[src/rtl/core/bsc_pkg.sv]
// shared types, constants and helpers for the balance and speed cascade
package bsc_pkg;

    // field and datapath widths
    localparam int GAIN_W    = 24;
    localparam int ANGLE_W   = 17;
    localparam int RAW_W     = 16;
    localparam int LIMIT_W   = 20;
    localparam int TILT_W    = 16;
    localparam int DRIVE_W   = 24;
    localparam int CFG_IDX_W = 3;
    localparam int CFG_DAT_W = 24;
    localparam int STATE_W   = 40;
    localparam int CHUNK_W   = 20;
    localparam int OPND_W    = CHUNK_W + 1;
    localparam int PROD_W    = GAIN_W + 1 + OPND_W;
    localparam int ACC_W     = 64;
    localparam int NUM_W     = 44;
    localparam int DIV_BITS  = 4;
    localparam int DIV_STEPS = NUM_W / DIV_BITS;
    localparam int DIV_CNT_W = $clog2(DIV_STEPS + 1);
    localparam int REM_W     = 3;

    // register indexes
    localparam logic [CFG_IDX_W-1:0] CFG_BALANCE_KP    = 3'd0;
    localparam logic [CFG_IDX_W-1:0] CFG_BALANCE_KD    = 3'd1;
    localparam logic [CFG_IDX_W-1:0] CFG_SPEED_KP      = 3'd2;
    localparam logic [CFG_IDX_W-1:0] CFG_SPEED_KI      = 3'd3;
    localparam logic [CFG_IDX_W-1:0] CFG_UPRIGHT_ANGLE = 3'd4;
    localparam logic [CFG_IDX_W-1:0] CFG_INTEGRAL_LIM  = 3'd5;
    localparam logic [CFG_IDX_W-1:0] CFG_TILT_LIMIT    = 3'd6;

    // register reset values
    localparam logic [GAIN_W-1:0]  RST_BALANCE_KP    = 24'd84480;
    localparam logic [GAIN_W-1:0]  RST_BALANCE_KD    = 24'd261;
    localparam logic [GAIN_W-1:0]  RST_SPEED_KP      = 24'd26880;
    localparam logic [GAIN_W-1:0]  RST_SPEED_KI      = 24'd134;
    localparam logic [ANGLE_W-1:0] RST_UPRIGHT_ANGLE = 17'd0;
    localparam logic [LIMIT_W-1:0] RST_INTEGRAL_LIM  = 20'd10000;
    localparam logic [TILT_W-1:0]  RST_TILT_LIMIT    = 16'd10240;

    // filter divisor
    localparam logic [REM_W:0] DIVISOR = 4'd5;

    // sequencer states
    typedef enum logic [3:0] {
        ST_IDLE,
        ST_BAL_P,
        ST_BAL_D,
        ST_BAL_W,
        ST_BAL_R,
        ST_DIV_W,
        ST_INTEG,
        ST_SPD_P0,
        ST_SPD_P1,
        ST_SPD_I0,
        ST_SPD_I1,
        ST_SPD_W,
        ST_SPD_R,
        ST_DONE
    } seq_state_t;

    // weight of a partial product in the accumulator
    typedef enum logic [1:0] {
        MAC_SH_0,
        MAC_SH_8,
        MAC_SH_20
    } mac_shift_t;

    typedef struct packed {
        logic       issue;
        logic       clear;
        mac_shift_t shift;
    } mac_ctrl_t;

    // clamp a wide signed value to the drive range
    function automatic logic signed [DRIVE_W-1:0] sat_drive(
        input logic signed [ACC_W-1:0] v
    );
        logic signed [ACC_W-1:0] hi;
        logic signed [ACC_W-1:0] lo;
        logic signed [DRIVE_W-1:0] r;
        hi = {{(ACC_W-DRIVE_W+1){1'b0}}, {(DRIVE_W-1){1'b1}}};
        lo = {{(ACC_W-DRIVE_W+1){1'b1}}, {(DRIVE_W-1){1'b0}}};
        if (v > hi)
        begin
            r = hi[DRIVE_W-1:0];
        end
        else if (v < lo)
        begin
            r = lo[DRIVE_W-1:0];
        end
        else
        begin
            r = v[DRIVE_W-1:0];
        end
        return r;
    endfunction

endpackage

[src/rtl/core/bsc_mac.sv]
// shared multiply-accumulate unit: registered product, then accumulate
module bsc_mac (
    input  logic                                 clk,
    input  logic                                 rst_n,
    input  bsc_pkg::mac_ctrl_t                   ctrl,
    input  logic [bsc_pkg::GAIN_W-1:0]           gain,
    input  logic signed [bsc_pkg::OPND_W-1:0]    operand,
    output logic signed [bsc_pkg::ACC_W-1:0]     acc
);
    import bsc_pkg::*;

    logic signed [GAIN_W:0]   gain_s;
    logic signed [PROD_W-1:0] prod;
    logic signed [PROD_W-1:0] prod_reg;
    logic                     add_reg;
    logic                     clear_reg;
    mac_shift_t               shift_reg;
    logic signed [ACC_W-1:0]  prod_ext;
    logic signed [ACC_W-1:0]  prod_sh;
    logic signed [ACC_W-1:0]  acc_reg;
    logic signed [ACC_W-1:0]  acc_next;

    // product of unsigned gain and signed chunk
    always_comb
    begin
        gain_s = {1'b0, gain};
        prod   = gain_s * operand;
    end

    // product stage control
    always_ff @(posedge clk or negedge rst_n)
    begin
        if (!rst_n)
        begin
            add_reg   <= 1'b0;
            clear_reg <= 1'b0;
            shift_reg <= MAC_SH_0;
        end
        else
        begin
            add_reg   <= ctrl.issue;
            clear_reg <= ctrl.clear;
            shift_reg <= ctrl.shift;
        end
    end

    // product stage data
    always_ff @(posedge clk)
    begin
        if (ctrl.issue)
        begin
            prod_reg <= prod;
        end
    end

    // weight and accumulate
    always_comb
    begin
        prod_ext = {{(ACC_W-PROD_W){prod_reg[PROD_W-1]}}, prod_reg};
        unique case (shift_reg)
            MAC_SH_0:  prod_sh = prod_ext;
            MAC_SH_8:  prod_sh = prod_ext <<< 8;
            MAC_SH_20: prod_sh = prod_ext <<< CHUNK_W;
            default:   prod_sh = prod_ext;
        endcase
        acc_next = clear_reg ? prod_sh : (acc_reg + prod_sh);
    end

    always_ff @(posedge clk)
    begin
        if (add_reg)
        begin
            acc_reg <= acc_next;
        end
    end

    assign acc = acc_reg;

endmodule

[src/rtl/core/bsc_div5.sv]
// signed divide by five, truncating toward zero, four quotient bits a cycle
module bsc_div5 (
    input  logic                                 clk,
    input  logic                                 rst_n,
    input  logic                                 start,
    input  logic signed [bsc_pkg::NUM_W-1:0]     num,
    output logic                                 busy,
    output logic signed [bsc_pkg::STATE_W-1:0]   quo
);
    import bsc_pkg::*;

    logic                 busy_reg;
    logic [DIV_CNT_W-1:0] cnt_reg;
    logic [DIV_CNT_W-1:0] cnt_next;
    logic                 neg_reg;
    logic [NUM_W-1:0]     mag_reg;
    logic [NUM_W-1:0]     mag_next;
    logic [REM_W-1:0]     rem_reg;
    logic [REM_W-1:0]     rem_next;
    logic [REM_W:0]       trial;
    logic [NUM_W-1:0]     quo_mag;

    // four restoring steps on the shifting dividend
    always_comb
    begin
        mag_next = mag_reg;
        rem_next = rem_reg;
        trial    = '0;
        for (int k = 0; k < DIV_BITS; k++)
        begin
            trial    = {rem_next, mag_next[NUM_W-1]};
            mag_next = {mag_next[NUM_W-2:0], 1'b0};
            if (trial >= DIVISOR)
            begin
                rem_next    = REM_W'(trial - DIVISOR);
                mag_next[0] = 1'b1;
            end
            else
            begin
                rem_next = trial[REM_W-1:0];
            end
        end
        cnt_next = cnt_reg - DIV_CNT_W'(1);
    end

    // step control
    always_ff @(posedge clk or negedge rst_n)
    begin
        if (!rst_n)
        begin
            busy_reg <= 1'b0;
            cnt_reg  <= '0;
        end
        else if (start)
        begin
            busy_reg <= 1'b1;
            cnt_reg  <= DIV_CNT_W'(DIV_STEPS);
        end
        else if (busy_reg)
        begin
            cnt_reg <= cnt_next;
            if (cnt_next == '0)
            begin
                busy_reg <= 1'b0;
            end
        end
    end

    // dividend, quotient and remainder
    always_ff @(posedge clk)
    begin
        if (start)
        begin
            neg_reg <= num[NUM_W-1];
            mag_reg <= num[NUM_W-1] ? (NUM_W'(0) - NUM_W'(num)) : NUM_W'(num);
            rem_reg <= '0;
        end
        else if (busy_reg)
        begin
            mag_reg <= mag_next;
            rem_reg <= rem_next;
        end
    end

    // apply the sign to the magnitude quotient
    always_comb
    begin
        quo_mag = neg_reg ? (NUM_W'(0) - mag_reg) : mag_reg;
        quo     = quo_mag[STATE_W-1:0];
    end

    assign busy = busy_reg;

endmodule

[src/rtl/core/balance_and_speed_cascade.sv]
// top level: balance PD and speed PI cascade with a shared multiplier
//
// Takes one sensor item, returns one drive item. After acceptance the divide
// by five of the speed filter runs four quotient bits a cycle (started at
// acceptance, alongside the two balance products), then the four speed
// partial products pass one a cycle through the single 25x21 multiplier,
// which has a product register and an accumulator register in its path.
// A new item is taken once the result has moved into the output register, so
// a waiting result does not hold back the next item's work. Balance and speed
// terms are truncated toward zero and saturated to 24 bits; motor_drive is the
// saturated sum of the two. The integral is cleared after the item when
// |pitch_angle| exceeds tilt_limit.
module balance_and_speed_cascade (
    input  logic                                  clk,
    input  logic                                  rst_n,
    // sensor items
    input  logic                                  in_valid,
    output logic                                  in_ready,
    input  logic signed [bsc_pkg::ANGLE_W-1:0]    roll_angle,
    input  logic signed [bsc_pkg::ANGLE_W-1:0]    pitch_angle,
    input  logic signed [bsc_pkg::RAW_W-1:0]      gyro_rate,
    input  logic signed [bsc_pkg::RAW_W-1:0]      left_count,
    input  logic signed [bsc_pkg::RAW_W-1:0]      right_count,
    input  logic signed [bsc_pkg::RAW_W-1:0]      target_speed,
    // drive items
    output logic                                  out_valid,
    input  logic                                  out_ready,
    output logic signed [bsc_pkg::DRIVE_W-1:0]    balance_drive,
    output logic signed [bsc_pkg::DRIVE_W-1:0]    speed_drive,
    output logic signed [bsc_pkg::DRIVE_W-1:0]    motor_drive,
    output logic                                  integral_cleared,
    // register writes
    input  logic                                  cfg_we,
    input  logic [bsc_pkg::CFG_IDX_W-1:0]         cfg_index,
    input  logic [bsc_pkg::CFG_DAT_W-1:0]         cfg_data
);
    import bsc_pkg::*;

    localparam int BAL_SH = 16;
    localparam int SPD_SH = 24;
    localparam logic signed [ACC_W-1:0] BAL_ROUND = ACC_W'((64'd1 << BAL_SH) - 64'd1);
    localparam logic signed [ACC_W-1:0] SPD_ROUND = ACC_W'((64'd1 << SPD_SH) - 64'd1);

    // configuration registers
    logic [GAIN_W-1:0]  bal_kp_reg;
    logic [GAIN_W-1:0]  bal_kd_reg;
    logic [GAIN_W-1:0]  spd_kp_reg;
    logic [GAIN_W-1:0]  spd_ki_reg;
    logic [ANGLE_W-1:0] upright_reg;
    logic [LIMIT_W-1:0] int_lim_reg;
    logic [TILT_W-1:0]  tilt_reg;

    // sequencer and item state
    seq_state_t               state_reg;
    seq_state_t               state_next;
    logic signed [ANGLE_W:0]  bias_reg;
    logic signed [RAW_W-1:0]  gyro_reg;
    logic                     clear_reg;
    logic signed [STATE_W-1:0] fe_reg;
    logic signed [STATE_W-1:0] int_reg;
    logic signed [DRIVE_W-1:0] bal_reg;
    logic signed [DRIVE_W-1:0] spd_reg;

    // output register
    logic                      out_valid_reg;
    logic signed [DRIVE_W-1:0] bal_out_reg;
    logic signed [DRIVE_W-1:0] spd_out_reg;
    logic signed [DRIVE_W-1:0] mot_out_reg;
    logic                      clr_out_reg;

    // datapath signals
    logic                      accept;
    logic                      out_free;
    logic signed [ANGLE_W:0]   bias_in;
    logic signed [ANGLE_W:0]   pitch_ext;
    logic signed [ANGLE_W:0]   tilt_ext;
    logic                      clear_in;
    logic signed [RAW_W+1:0]   err;
    logic signed [NUM_W-1:0]   num;
    logic                      div_busy;
    logic signed [STATE_W-1:0] div_quo;
    logic signed [STATE_W:0]   int_sum;
    logic signed [STATE_W:0]   int_lim;
    logic signed [STATE_W-1:0] int_clamped;
    mac_ctrl_t                 mac_ctrl;
    logic [GAIN_W-1:0]         mac_gain;
    logic signed [OPND_W-1:0]  mac_opnd;
    logic signed [ACC_W-1:0]   acc;
    logic signed [ACC_W-1:0]   bal_tz;
    logic signed [ACC_W-1:0]   spd_tz;
    logic signed [ACC_W-1:0]   mot_sum;

    assign accept   = in_valid && in_ready;
    assign out_free = !out_valid_reg || out_ready;

    // register writes, unknown indexes ignored
    always_ff @(posedge clk or negedge rst_n)
    begin
        if (!rst_n)
        begin
            bal_kp_reg  <= RST_BALANCE_KP;
            bal_kd_reg  <= RST_BALANCE_KD;
            spd_kp_reg  <= RST_SPEED_KP;
            spd_ki_reg  <= RST_SPEED_KI;
            upright_reg <= RST_UPRIGHT_ANGLE;
            int_lim_reg <= RST_INTEGRAL_LIM;
            tilt_reg    <= RST_TILT_LIMIT;
        end
        else if (cfg_we)
        begin
            unique case (cfg_index)
                CFG_BALANCE_KP:    bal_kp_reg  <= cfg_data[GAIN_W-1:0];
                CFG_BALANCE_KD:    bal_kd_reg  <= cfg_data[GAIN_W-1:0];
                CFG_SPEED_KP:      spd_kp_reg  <= cfg_data[GAIN_W-1:0];
                CFG_SPEED_KI:      spd_ki_reg  <= cfg_data[GAIN_W-1:0];
                CFG_UPRIGHT_ANGLE: upright_reg <= cfg_data[ANGLE_W-1:0];
                CFG_INTEGRAL_LIM:  int_lim_reg <= cfg_data[LIMIT_W-1:0];
                CFG_TILT_LIMIT:    tilt_reg    <= cfg_data[TILT_W-1:0];
                default:           ;
            endcase
        end
    end

    // input conditioning at acceptance
    always_comb
    begin
        bias_in   = {roll_angle[ANGLE_W-1], roll_angle}
                  - {upright_reg[ANGLE_W-1], upright_reg};
        pitch_ext = {pitch_angle[ANGLE_W-1], pitch_angle};
        tilt_ext  = {{(ANGLE_W+1-TILT_W){1'b0}}, tilt_reg};
        clear_in  = (pitch_ext > tilt_ext) || (pitch_ext < -tilt_ext);
        err       = {{2{left_count[RAW_W-1]}}, left_count}
                  + {{2{right_count[RAW_W-1]}}, right_count}
                  - {{2{target_speed[RAW_W-1]}}, target_speed};
        num       = {{2{fe_reg[STATE_W-1]}}, fe_reg, 2'b00}
                  + {{(NUM_W-RAW_W-2-16){err[RAW_W+1]}}, err, 16'b0};
    end

    // filter divide, started with the item
    bsc_div5 u_div5 (
        .clk   (clk),
        .rst_n (rst_n),
        .start (accept),
        .num   (num),
        .busy  (div_busy),
        .quo   (div_quo)
    );

    // shared multiplier
    bsc_mac u_mac (
        .clk     (clk),
        .rst_n   (rst_n),
        .ctrl    (mac_ctrl),
        .gain    (mac_gain),
        .operand (mac_opnd),
        .acc     (acc)
    );

    // integral update with symmetric clamp
    always_comb
    begin
        int_sum = {int_reg[STATE_W-1], int_reg} + {div_quo[STATE_W-1], div_quo};
        int_lim = {{(STATE_W+1-LIMIT_W-16){1'b0}}, int_lim_reg, 16'b0};
        if (int_sum > int_lim)
        begin
            int_clamped = int_lim[STATE_W-1:0];
        end
        else if (int_sum < -int_lim)
        begin
            int_clamped = STATE_W'(-int_lim);
        end
        else
        begin
            int_clamped = int_sum[STATE_W-1:0];
        end
    end

    // truncation toward zero of the accumulated terms, and the motor sum
    always_comb
    begin
        bal_tz  = acc[ACC_W-1] ? ((acc + BAL_ROUND) >>> BAL_SH) : (acc >>> BAL_SH);
        spd_tz  = acc[ACC_W-1] ? ((acc + SPD_ROUND) >>> SPD_SH) : (acc >>> SPD_SH);
        mot_sum = {{(ACC_W-DRIVE_W){bal_reg[DRIVE_W-1]}}, bal_reg}
                + {{(ACC_W-DRIVE_W){spd_reg[DRIVE_W-1]}}, spd_reg};
    end

    // sequencer next state
    always_comb
    begin
        state_next = state_reg;
        unique case (state_reg)
            ST_IDLE:   if (in_valid) state_next = ST_BAL_P;
            ST_BAL_P:  state_next = ST_BAL_D;
            ST_BAL_D:  state_next = ST_BAL_W;
            ST_BAL_W:  state_next = ST_BAL_R;
            ST_BAL_R:  state_next = ST_DIV_W;
            ST_DIV_W:  if (!div_busy) state_next = ST_INTEG;
            ST_INTEG:  state_next = ST_SPD_P0;
            ST_SPD_P0: state_next = ST_SPD_P1;
            ST_SPD_P1: state_next = ST_SPD_I0;
            ST_SPD_I0: state_next = ST_SPD_I1;
            ST_SPD_I1: state_next = ST_SPD_W;
            ST_SPD_W:  state_next = ST_SPD_R;
            ST_SPD_R:  state_next = ST_DONE;
            ST_DONE:   if (out_free) state_next = ST_IDLE;
            default:   state_next = ST_IDLE;
        endcase
    end

    always_ff @(posedge clk or negedge rst_n)
    begin
        if (!rst_n)
        begin
            state_reg <= ST_IDLE;
        end
        else
        begin
            state_reg <= state_next;
        end
    end

    // sequencer outputs: handshake and multiplier operand selection
    always_comb
    begin
        in_ready       = 1'b0;
        mac_ctrl.issue = 1'b0;
        mac_ctrl.clear = 1'b0;
        mac_ctrl.shift = MAC_SH_0;
        mac_gain       = bal_kp_reg;
        mac_opnd       = {{(OPND_W-ANGLE_W-1){bias_reg[ANGLE_W]}}, bias_reg};
        unique case (state_reg)
            ST_IDLE:
            begin
                in_ready = 1'b1;
            end
            ST_BAL_P:
            begin
                mac_ctrl.issue = 1'b1;
                mac_ctrl.clear = 1'b1;
            end
            ST_BAL_D:
            begin
                mac_ctrl.issue = 1'b1;
                mac_ctrl.shift = MAC_SH_8;
                mac_gain       = bal_kd_reg;
                mac_opnd       = {{(OPND_W-RAW_W){gyro_reg[RAW_W-1]}}, gyro_reg};
            end
            ST_SPD_P0:
            begin
                mac_ctrl.issue = 1'b1;
                mac_ctrl.clear = 1'b1;
                mac_gain       = spd_kp_reg;
                mac_opnd       = {1'b0, fe_reg[CHUNK_W-1:0]};
            end
            ST_SPD_P1:
            begin
                mac_ctrl.issue = 1'b1;
                mac_ctrl.shift = MAC_SH_20;
                mac_gain       = spd_kp_reg;
                mac_opnd       = {fe_reg[STATE_W-1], fe_reg[STATE_W-1:CHUNK_W]};
            end
            ST_SPD_I0:
            begin
                mac_ctrl.issue = 1'b1;
                mac_gain       = spd_ki_reg;
                mac_opnd       = {1'b0, int_reg[CHUNK_W-1:0]};
            end
            ST_SPD_I1:
            begin
                mac_ctrl.issue = 1'b1;
                mac_ctrl.shift = MAC_SH_20;
                mac_gain       = spd_ki_reg;
                mac_opnd       = {int_reg[STATE_W-1], int_reg[STATE_W-1:CHUNK_W]};
            end
            default:
            begin
            end
        endcase
    end

    // filter and integral state
    always_ff @(posedge clk or negedge rst_n)
    begin
        if (!rst_n)
        begin
            fe_reg  <= '0;
            int_reg <= '0;
        end
        else if (state_reg == ST_INTEG)
        begin
            fe_reg  <= div_quo;
            int_reg <= int_clamped;
        end
        else if (state_reg == ST_DONE && out_free && clear_reg)
        begin
            int_reg <= '0;
        end
    end

    // item fields and intermediate terms
    always_ff @(posedge clk)
    begin
        if (accept)
        begin
            bias_reg  <= bias_in;
            gyro_reg  <= gyro_rate;
            clear_reg <= clear_in;
        end
        if (state_reg == ST_BAL_R)
        begin
            bal_reg <= sat_drive(bal_tz);
        end
        if (state_reg == ST_SPD_R)
        begin
            spd_reg <= sat_drive(spd_tz);
        end
    end

    // output register valid
    always_ff @(posedge clk or negedge rst_n)
    begin
        if (!rst_n)
        begin
            out_valid_reg <= 1'b0;
        end
        else if (state_reg == ST_DONE && out_free)
        begin
            out_valid_reg <= 1'b1;
        end
        else if (out_ready)
        begin
            out_valid_reg <= 1'b0;
        end
    end

    // output register payload
    always_ff @(posedge clk)
    begin
        if (state_reg == ST_DONE && out_free)
        begin
            bal_out_reg <= bal_reg;
            spd_out_reg <= spd_reg;
            mot_out_reg <= sat_drive(mot_sum);
            clr_out_reg <= clear_reg;
        end
    end

    assign out_valid        = out_valid_reg;
    assign balance_drive    = bal_out_reg;
    assign speed_drive      = spd_out_reg;
    assign motor_drive      = mot_out_reg;
    assign integral_cleared = clr_out_reg;

endmodule

[config.mk]
export PLATFORM = sky130hd
export DESIGN_NAME = balance_and_speed_cascade
export DESIGN_NICKNAME = d
export VERILOG_FILES = /design/src/rtl/core/bsc_pkg.sv /design/src/rtl/core/bsc_mac.sv /design/src/rtl/core/bsc_div5.sv /design/src/rtl/core/balance_and_speed_cascade.sv
export SDC_FILE = /design/constraint.sdc
export NUM_CORES = 2
export LEC_CHECK = 0
export BUFFER_PORTS_ARGS = -buffer_cell sky130_fd_sc_hd__buf_4
export CAP_MARGIN = 20
export CORE_MARGIN = 3
export CORE_UTILIZATION = 55
export CTS_BUF_LIST = sky130_fd_sc_hd__clkbuf_16
export DETAILED_ROUTE_END_ITERATION = 7
export HOLD_SLACK_MARGIN = 0.08
export PLACE_DENSITY = 0.75
export SYNTH_ARGS = -nofsm -noshare
export SYNTH_HDL_FRONTEND = slang
export SYNTH_HIERARCHICAL = 1
export SYNTH_SLANG_ARGS = --single-unit
[constraint.sdc]
create_clock -name clk -period 8.9 [get_ports clk]
set_clock_uncertainty 0.15 [all_clocks]
set_input_delay 1.335 -clock clk [delete_from_list [all_inputs] [get_ports clk]]
set_output_delay 1.335 -clock clk [all_outputs]
set_load 0.01 [all_outputs]
Word-level counts from Yosys, hierarchy flattened
Index checks and enable logic that the tools add are counted.

Bitwise logic cells: 0. Div/mod/pow operators: 0. Shift operators: 0. Eq/ne operators: 24. Muxes and demuxes: 40. Magnitude comparators: 14. Add/subtract/negate cells: 18. Reduce and logical (&&, ||, !) cells: 25. $mul: 1.

Operator list (number): two-way mux 40 bit (5); two-way mux 64 bit (3); two-way mux 44 bit (3); > comparator 64 x 24 -> 1 bit (second input constant) (2); < comparator 64 x 24 -> 1 bit (second input constant) (2); case mux 64 bit (2 select lines) (1); case mux 21 bit (5 select lines) (1); two-way mux 24 bit (3); case mux 24 bit (3 select lines) (1); adder 64 x 17 -> 64 bit (second input constant) (1); adder 64 x 25 -> 64 bit (second input constant) (1); adder 64 bit (1); case mux 4 bit (14 select lines) (1); multiplier 25 x 21 -> 46 bit (1); subtractor 1 x 43 -> 44 bit (first input constant) (1); adder 42 x 34 -> 43 bit (1); adder 40 x 40 -> 41 bit (1); > comparator 41 x 37 -> 1 bit (1); < comparator 41 bit (1); negator 36 -> 41 bit (1); subtractor 1 x 40 -> 40 bit (first input constant) (1); adder 24 x 24 -> 25 bit (1); > comparator 25 x 24 -> 1 bit (second input constant) (1); < comparator 25 x 24 -> 1 bit (second input constant) (1); 33 further kinds (86).

Bits in registers: 557. Latch bits: 0. Memory bits (read-only): 0. Input bits: 130. Memories: 0. RAM bits: 0.

Longest topological paths before layout
Depth in word-level cells: 10. Gate-level depth with buffers: 39. Mapped depth without buffers: 34.

Modules after synthesis
The synthesis kept the hierarchy.

Modules (own cells, without submodules): balance_and_speed_cascade (area each 26745.7 um^2, times used 1, sequential area each 10566.4 um^2, cells an instance 2779); bsc_mac (area each 25684.6 um^2, times used 1, sequential area each 3403.3 um^2, cells an instance 2908); bsc_div5 (area each 4319.1 um^2, times used 1, sequential area each 1536.5 um^2, cells an instance 481).

Worst setup path before layout
Ideal clock, no wire load.

Path kind: register to register. Start point: register state_reg[2]. End point: register u_mac.prod_reg[39] (data pin). Clock period less this slack: 9.063 ns. Arrival: 8.651 ns. Data required time: 8.488 ns. Library setup time: 0.262 ns. Cell stages (with the launch flop): 39. Buffers on the path: 6. Path slack: -0.163 ns. Path through: dfrtp_1 -> buf_4 -> inv_1 -> nand2_1 -> nor3_1 -> or2_2 -> clkbuf_1 -> or3_1 -> clkbuf_1 -> clkbuf_1 -> nor2_1 -> a31oi_1 -> clkbuf_1 -> nand2_1 -> fa_1 -> inv_1 -> fa_1 -> inv_1 -> [3 not listed] -> fa_1 -> fa_1 -> inv_1 -> fa_1 -> inv_1 -> ha_1 -> clkbuf_1 -> and4_1 -> nand3_1 -> a311o_1 -> o211ai_1 -> o31ai_1 -> nand2b_1 -> a41oi_1 -> o21ai_1 -> a211oi_1 -> o21bai_1 -> xor2_1.

RTL lines: start: declaration (RTL line balance_and_speed_cascade.sv:54) `seq_state_t state_reg;`; start signal: assignment (RTL line balance_and_speed_cascade.sv:218) `state_reg <= state_next;`; equality test 4 bit, or another cell as far along (RTL line balance_and_speed_cascade.sv:231) `unique case (state_reg)`; case mux 21 bit (5 select lines) * (RTL line balance_and_speed_cascade.sv:231); via mac_opnd[14] (RTL line balance_and_speed_cascade.sv:87) `logic signed [OPND_W-1:0] mac_opnd;`; multiplier 25 x 21 -> 46 bit * (RTL line bsc_mac.sv:27) `prod = gain_s * operand;`; via u_mac.prod[39] (RTL line bsc_mac.sv:13) `logic signed [PROD_W-1:0] prod;`; end signal: assignment (RTL line bsc_mac.sv:52) `prod_reg <= prod;`; end: declaration (RTL line bsc_mac.sv:14) `logic signed [PROD_W-1:0] prod_reg;`.

The timed path passes the listed nets; every way through them passes the cells marked *. A chain may end at the register's enable or synchronous reset.

Worst setup path in the final report
Start point: register state_reg[2]. End point: register u_mac.prod_reg[45] (data pin).

The elaborated chain is that of the path after synthesis.

==> results.py <==
metrics = {
    "detailed_routing": {
        "num_vias": 47090,
        "drt-initial-drc-count": 4389,
        "avgViaCountPerCell": 5.969,
        "drtPass1Iterations": 7,
        "post_drt_wl_per_cell_um": 21.40,
        "wirelength_um": 168900,
        "drc": 0,
        "final_antenna_net_count": 0,
    },
    "placement": {
        "portBuffers": 204,
        "place_area_sq_mm": 0.06149,
        "place_hpwl_um": 134500,
        "gp_congestion": 1.011,
    },
    "critical_path": {
        "r2r-start": "state_reg[2]",
        "max_stage_delay_ns": 0.58,
        "worst_setup_path_start_kind": "register",
        "arrival_ns": 8.92,
        "slowest_stage": "fa_1",
        "cp_top_family": "adder cells",
        "cp-startpoint": "state_reg[2]",
        "timing.rr.end": "u_mac/prod_reg[45]",
        "crit_path_end": "u_mac/prod_reg[45]",
        "reg2regPathDepth": 34,
        "endpoint_kind": "register",
        "crit_top_cell": "fa_1",
        "rrSetupSlack_ns": 0.22,
        "crit_buf_inv": 9,
        "critical_path_class": "register to register",
        "crit_fanout": 9,
        "cp.required_ns": 9.15,
        "cp_num_cells": 34,
    },
    "yosys": {
        "synth_seq_area_share_pct": 27.32,
        "synth_edf_count": 311,
        "synth_warnings": 6,
        "async_flop_share_pct": 43.63,
        "synthCells": 6168,
        "synth_area_sq_mm": 0.05675,
        "synth_top_cell_by_area": "edfxtp_1",
        "synth_top_cell_area_share_pct": 16.46,
        "avgSynthCellArea_sq_um": 9.201,
        "synthFlopType": "edfxtp_1",
        "ys_top_cells_by_area": "edfxtp_1 16%, fa_1 15%, ha_1 10%",
        "synth.distinct_cells": 120,
        "synth-seq-cells": 557,
    },
    "clocking": {
        "cts_buffers": 68,
        "cts_tree": "yes",
        "cts_buffer_depth": 3,
        "clock_latency_ns": 0.65,
        "root_buffer": "clkbuf_16",
        "cts_max_level": 3,
        "path_clk_slew_ns": 0.06,
        "cts.sinks": 557,
    },
    "grt": {
        "antenna_found_initial": 1,
        "grt_pass1_wl_um": 260600,
        "grt_pass1_vias": 46430,
        "grt_max_degree": 164,
        "gr-total-overflow": 0,
        "grt_use_total_pct": 30.95,
    },
    "layout": {
        "nNetsFinal": 7497,
        "drive_gt1_share_pct": 15.44,
        "diodes": 0,
        "largest_reg_flops": 64,
        "fin_area_sq_mm": 0.06444,
        "area_growth_pct": 13.55,
        "final_cell_mix": "736 x inv_1, 734 x nand2_1, 471 x buf_4",
        "final_common_cell": "inv_1",
    },
    "timing": {
        "final_max_slew_viol_count": 0,
        "fin_crit_sh_pct": 97.49,
        "clock.fmax_mhz": 115.3,
        "whs_ns": 0.3047,
        "setup_viol": 0,
        "slew_headroom_pct": 25.55,
        "hold_viol": 0,
        "worst_pin_slew_ns": 1.114,
        "period_minus_slack_ns": 8.676,
    },
    "floorplan": {
        "dieWidth_um": 327.2,
        "coreArea_sq_mm": 0.1020,
        "initial_core_util_pct": 55.62,
        "rows": 117,
        "die_area_sq_mm": 0.1071,
        "die_y_um": 327.2,
        "io_pins": 205,
    },
    "job": {
        "drv_cap": 0,
    },
    "run_status": {
        "outcome": "complete, no violations",
    },
    "hold_path": {
        "min_path_type": "register to register",
    },
}
## cells by family after synthesis
family          after synthesis  synth area share, %
compound gates             1334                15.74
xor+xnor                    368                5.680
fa+ha+maj                   901                25.65
buf+inv                    1026                6.994
flops                       557                27.32
mux                         145                2.862
other cells                   1             0.006608
simple gates               1836                15.75
## cell type report
type	count	area, sq um
multi-input combinational	4591	37910
fill	8352	37600
inverter	724	2718
tap	1368	1712
clock inverter	54	389.1
clock buffer	71	1777
sequential	557	15510
timing repair buffer	524	4423
## routing by layer
metal	up-vias	GRT usage [%]	wire (um)	part of all wire, %
li1	21760	-	-	-
met4	0	13.68	7933	4.7
met2	1988	49.55	77790	46
met5	-	0	0	0
met1	22970	41.26	69550	41
met3	370	5.598	13580	8.0
## worst register-to-register path: cells and delay by family (launching register included)
family | cells | cell delay, ns
AND/OR/NAND/NOR | 7 | 1.26
XOR/XNOR | 1 | 0.14
buffers and inverters | 9 | 1.02
adder cells (fa/ha/maj) | 8 | 3.85
AO/OA/AOI/OAI | 9 | 1.59
flip-flops | 1 | 0.42
## worst min path at each step
stage | from | to | slack (ns) | cells past startpoint
after floorplan | clear_reg | integral_cleared | 0.28 | 0
after global placement | spd_reg[4] | speed_drive[4] | 0.29 | 0
after detailed placement | spd_reg[8] | speed_drive[8] | 0.29 | 0
after CTS | spd_reg[8] | speed_drive[8] | 0.31 | 0
after global routing | spd_reg[8] | speed_drive[8] | 0.31 | 0
final | spd_reg[8] | speed_drive[8] | 0.30 | 0
## stage by stage
step                cells  worst slack [ns]  utilization [%]  TNS (ns)
finish               7889            0.2235            63.15         0
global route         7889          -0.05675            63.15   -0.2409
CTS                  7855          0.005542            62.46         0
detailed placement   7722           -0.1594            60.26   -0.3859
global placement     7722            0.1250            60.26         0
floorplan            6174           0.01068                -         0
## timing repair
| action | 4_1_cts | 5_1_grt |
|---|---|---|
| pin swaps | 2 | 38 |
| hold buffers | 0 | 0 |
| setup buffers | 8 | 26 |
| resized for setup | 3 | 79 |
| cloned | 0 | 4 |
| endpoints found under the setup margin | 6 | 18 |
## cells in the mapped netlist, types with 67 or more instances
cell type    n
a21o_1     131
nand2_1    738
mux2_2     138
nand3_1    100
a31oi_1     67
nor3_1      80
o21ai_0    293
xnor2_1    225
a22oi_1     76
clkbuf_1   263
dfrtp_1    222
fa_1       437
a21oi_1    320
edfxtp_1   311
nand4_1     74
inv_1      723
nor2_1     326
and2_1     235
ha_1       464
xor2_1     143
Power is not shown: default switching activity piles up to over one toggle a cycle in this logic, so the estimate is an artifact.
